==> src/rtl/oprq_div.sv <==
module oprq_div (
  input  logic        clk,
  input  logic        rst,
  input  logic        start,
  input  logic [19:0] num,
  input  logic [15:0] den,
  output logic        busy,
  output logic [19:0] quo
);
  logic [16:0] rem;
  logic [4:0]  cnt;
  logic [16:0] trial;
  logic [19:0] num_shift;

  assign trial = {rem[15:0], num_shift[19]};

  always_ff @(posedge clk) begin
    if (rst) begin
      busy <= 1'b0;
      cnt <= '0;
    end else if (start) begin
      busy <= 1'b1;
      cnt <= 5'd20;
      rem <= '0;
      num_shift <= num;
      quo <= '0;
    end else if (busy) begin
      num_shift <= {num_shift[18:0], 1'b0};
      if (trial >= {1'b0, den}) begin
        rem <= trial - {1'b0, den};
        quo <= {quo[18:0], 1'b1};
      end else begin
        rem <= trial;
        quo <= {quo[18:0], 1'b0};
      end
      cnt <= cnt - 5'd1;
      if (cnt == 5'd1) begin
        busy <= 1'b0;
      end
    end
  end
endmodule
==> config.mk <==
export PLATFORM = sky130hd
export DESIGN_NAME = oprq_div
export DESIGN_NICKNAME = d
export VERILOG_FILES = /design/src/rtl/oprq_div.sv
export SDC_FILE = /design/constraint.sdc
export NUM_CORES = 1
export LEC_CHECK = 0
export BUFFER_PORTS_ARGS = -buffer_cell sky130_fd_sc_hd__buf_4
export CAP_MARGIN = 5
export CORE_MARGIN = 2
export CORE_UTILIZATION = 40
export DETAILED_ROUTE_END_ITERATION = 16
export HOLD_SLACK_MARGIN = 0.12
export PLACE_DENSITY = 0.59
export REMOVE_ABC_BUFFERS = 1
export SYNTH_ARGS = -nofsm -noshare
export SYNTH_HDL_FRONTEND = slang
export SYNTH_SLANG_ARGS = --single-unit
==> constraint.sdc <==
create_clock -name clk -period 5.6 [get_ports clk]
set_input_delay 0.28 -clock clk [delete_from_list [all_inputs] [get_ports clk]]
set_output_delay 0.28 -clock clk [all_outputs]
set_load 0.02 [all_outputs]
==> impl_metrics.tcl <==
set metrics [dict create \
    min_period_ns 2.99 \
    final_core_util_pct 49.3 \
    synth_edf_count 56 \
    place.gp.congestion 0.881 \
    power.total_mw 1.28 \
    clock_latency_ns 0.34 \
    cts_made_buffers 9 \
    hold_violations 0 \
    path_clk_slew_ns 0.08 \
    ys_ff_latch 62 \
    final_cell_area_um2 4240 \
    cts_tree "built" \
    post-route-drc-count 0 \
    post-cts-setup-buffer-count 0 \
    drtPass1Iterations 5 \
    wl_per_cell_um 15.5 \
    syn_area_um2 3480 \
    synth_warnings 0 \
    yosysMostFrequentCell "edfxtp_1" \
    syn_avg_cell_area_um2 11.2 \
    post-place-ws_ns 2.67 \
    setup_ws_ns 2.61 \
    worst_slew_pin_slew_ns 0.998 \
    synth_area_leaders "edfxtp_1, ha_1, mux2_2, nor2b_1, dfxtp_1" \
    clockBufferDepth 2 \
    cts_hold_buf 0 \
    synth_top_area_share_pct 48.3 \
    drv_cap 0 \
    cp_slowest_cell "o21ai_1" \
    p_per_area_nw_per_um2 303 \
    synthDistinctLibCells 47 \
    r2r_cells 7 \
    fmax_mhz 335 \
    fp-row-count 34 \
    core-area_um2 8590 \
    grt_util_all_layers_pct 16.3 \
    critPathRequiredTime_ns 5.77 \
    crit_fanout 14 \
    rsz0062_at_grt "no" \
    max-slew-margin-rel_pct 33.0 \
    drive_gt1_share_pct 26.9 \
    critPathMaxStageDelay_ns 0.78 \
    crit_arrival_ns 3.15 \
    yosysTopAreaCell "edfxtp_1" \
    syn_inst 311 \
    dp_hpwl_mm 5.15 \
    crit_chain "ha_1 -> nand4_1 -> nor4_1 -> nor2_1 -> o21ai_1 -> o21ai_0 -> o22ai_1" \
    tns_ns 0 \
    cts.sinks 62 \
    fin_crit_sh_pct 53.4 \
    cts-root-buf "clkbuf_8" \
    grt_pass1_vias 2509 \
    synth_top_flop_cell "edfxtp_1" \
    htree_num_levels 3 \
    fp.dieW_um 97.3 \
    grt_max_degree 57 \
    die-area_um2 9470 \
    die_h_um 97.3 \
    routed_wl_mm 7.52 \
    drv_slew 0 \
    crit_start "rem[10]$_SDFFCE_PP0P_" \
    grt_overflow_total 0 \
    setup.worst_path.class "flip-flop to flip-flop" \
    cp-endpoint "rem[10]$_SDFFCE_PP0P_" \
    via_count 2568 \
    nets 429 \
    placed_area_um2 4020 \
    diodes 0 \
    r2r-end "rem[10]$_SDFFCE_PP0P_" \
    post_cts_resized 0 \
    initial_core_util_pct 40.5 \
    max-vdd-ir-drop_mv 0.144 \
    antenna_found_initial 0 \
    io_pins 60 \
    reg2reg_from "rem[10]$_SDFFCE_PP0P_" \
    p_leak_nw 1.67 \
    area_growth_pct 21.6 \
    synth_common_cells "edfxtp_1, inv_1, nor2b_1" \
    ys_seq_area_share_pct 51.7 \
    grt_first_pass_wirelength_mm 12.2 \
    r2r_setup_slack_ns 2.61 \
    drt_iter0_drc 158 \
    min_path_type "input pin to flip-flop" \
    fin_skew_ns 0.0100 \
    synth-async-reset-ratio_pct 0 \
    ant_nets 0 \
    viasPerCell 5.31 \
    outcome "completed" \
    start_kind "flip-flop" \
    portBuffers 59 \
    setup_viol 0 \
    cp-end-kind "flip-flop" \
]
[per-layer routing]
| metal | routed length (µm) | vias to the layer above | share of wire [%] | GRT usage, % |
|---|---|---|---|---|
| met1 | 3560 | 1215 | 47 | 22.3 |
| met5 | 0 | - | 0 | 0 |
| met2 | 3430 | 72 | 46 | 24.7 |
| li1 | - | 1267 | - | - |
| met3 | 347 | 14 | 4.6 | 3.02 |
| met4 | 177 | 0 | 2.4 | 8.55 |
[worst max-delay path: cells and delay by family, from the launching register on]
| family | cells | cell delay [ns] |
|---|---|---|
| simple gates | 3 | 0.59 |
| fa+ha+maj | 1 | 0.44 |
| flops | 1 | 0.39 |
| compound gates | 3 | 1.39 |
[worst min path at each step]
stage	start	to	slack (ns)	cells past startpoint
6_report	rst	cnt[3]$_SDFFE_PP0P_	0.18	2
5_1_grt	rst	cnt[2]$_SDFFE_PP0N_	0.17	2
4_1_cts	rst	cnt[2]$_SDFFE_PP0N_	0.16	2
3_5_place_dp	cnt[1]$_SDFFE_PP0P_	cnt[1]$_SDFFE_PP0P_	0.50	2
3_3_place_gp	cnt[1]$_SDFFE_PP0P_	cnt[1]$_SDFFE_PP0P_	0.50	2
2_1_floorplan	rst	cnt[2]$_SDFFE_PP0N_	0.35	1
[sequential cells by signal (all words and copies together) (netlist names)]
signal,count
num_shift,20
quo,20
cnt,5
rem,16
busy,1
[per-stage QoR]
step / instances / hold WS (ns)
after global placement: 468 / 0.496
after floorplan: 300 / 0.349
after detailed placement: 468 / 0.500
after CTS: 484 / 0.164
after global routing: 484 / 0.169
final: 484 / 0.179
[layout by cell type, fill, tap and decap left out, drive strengths merged, types with 2 or more instances in the layout]
cell / n
xnor2: 11
a21oi: 20
nand4: 2
inv: 24
edfxtp: 56
o22ai: 3
o211a: 2
a311oi: 2
xor2: 4
or3: 2
nand3: 9
nor2: 17
ha: 18
nand2b: 2
clkbuf: 10
a211oi: 9
clkinv: 3
bufinv: 2
and2: 2
o21ai: 19
a21o: 3
nor2b: 22
o21bai: 2
nor4: 3
nand2: 14
o211ai: 3
o31ai: 3
mux2: 19
a2111oi: 2
dfxtp: 6
nor3: 10
buf: 60
o21a: 4
[cell families after synthesis]
| kind of cell | after synthesis | synth area share [%] |
|---|---|---|
| flip-flops | 62 | 51.7 |
| adder cells (fa/ha/maj) | 19 | 7.04 |
| XOR/XNOR | 15 | 3.77 |
| multiplexers | 19 | 6.14 |
| buffers and inverters | 35 | 4.13 |
| AO/OA/AOI/OAI | 76 | 14.4 |
| AND/OR/NAND/NOR | 85 | 12.7 |
[power breakdown]
part / switching (mW) / internal [mW]
logic: 0.164 / 0.124
clock network: 0.180 / 0.250
registers: 0.0160 / 0.550
[cell type report]
cell class	count	area, µm²
Fill cell	826	4360
Clock inverter	6	86.3
Inverter	24	90.1
Multi-Input combinational cell	214	1540
Timing Repair Buffer	60	450
Tap cell	108	135
Clock buffer	10	128
Sequential cell	62	1800
(Power assumes the default switching activity.)
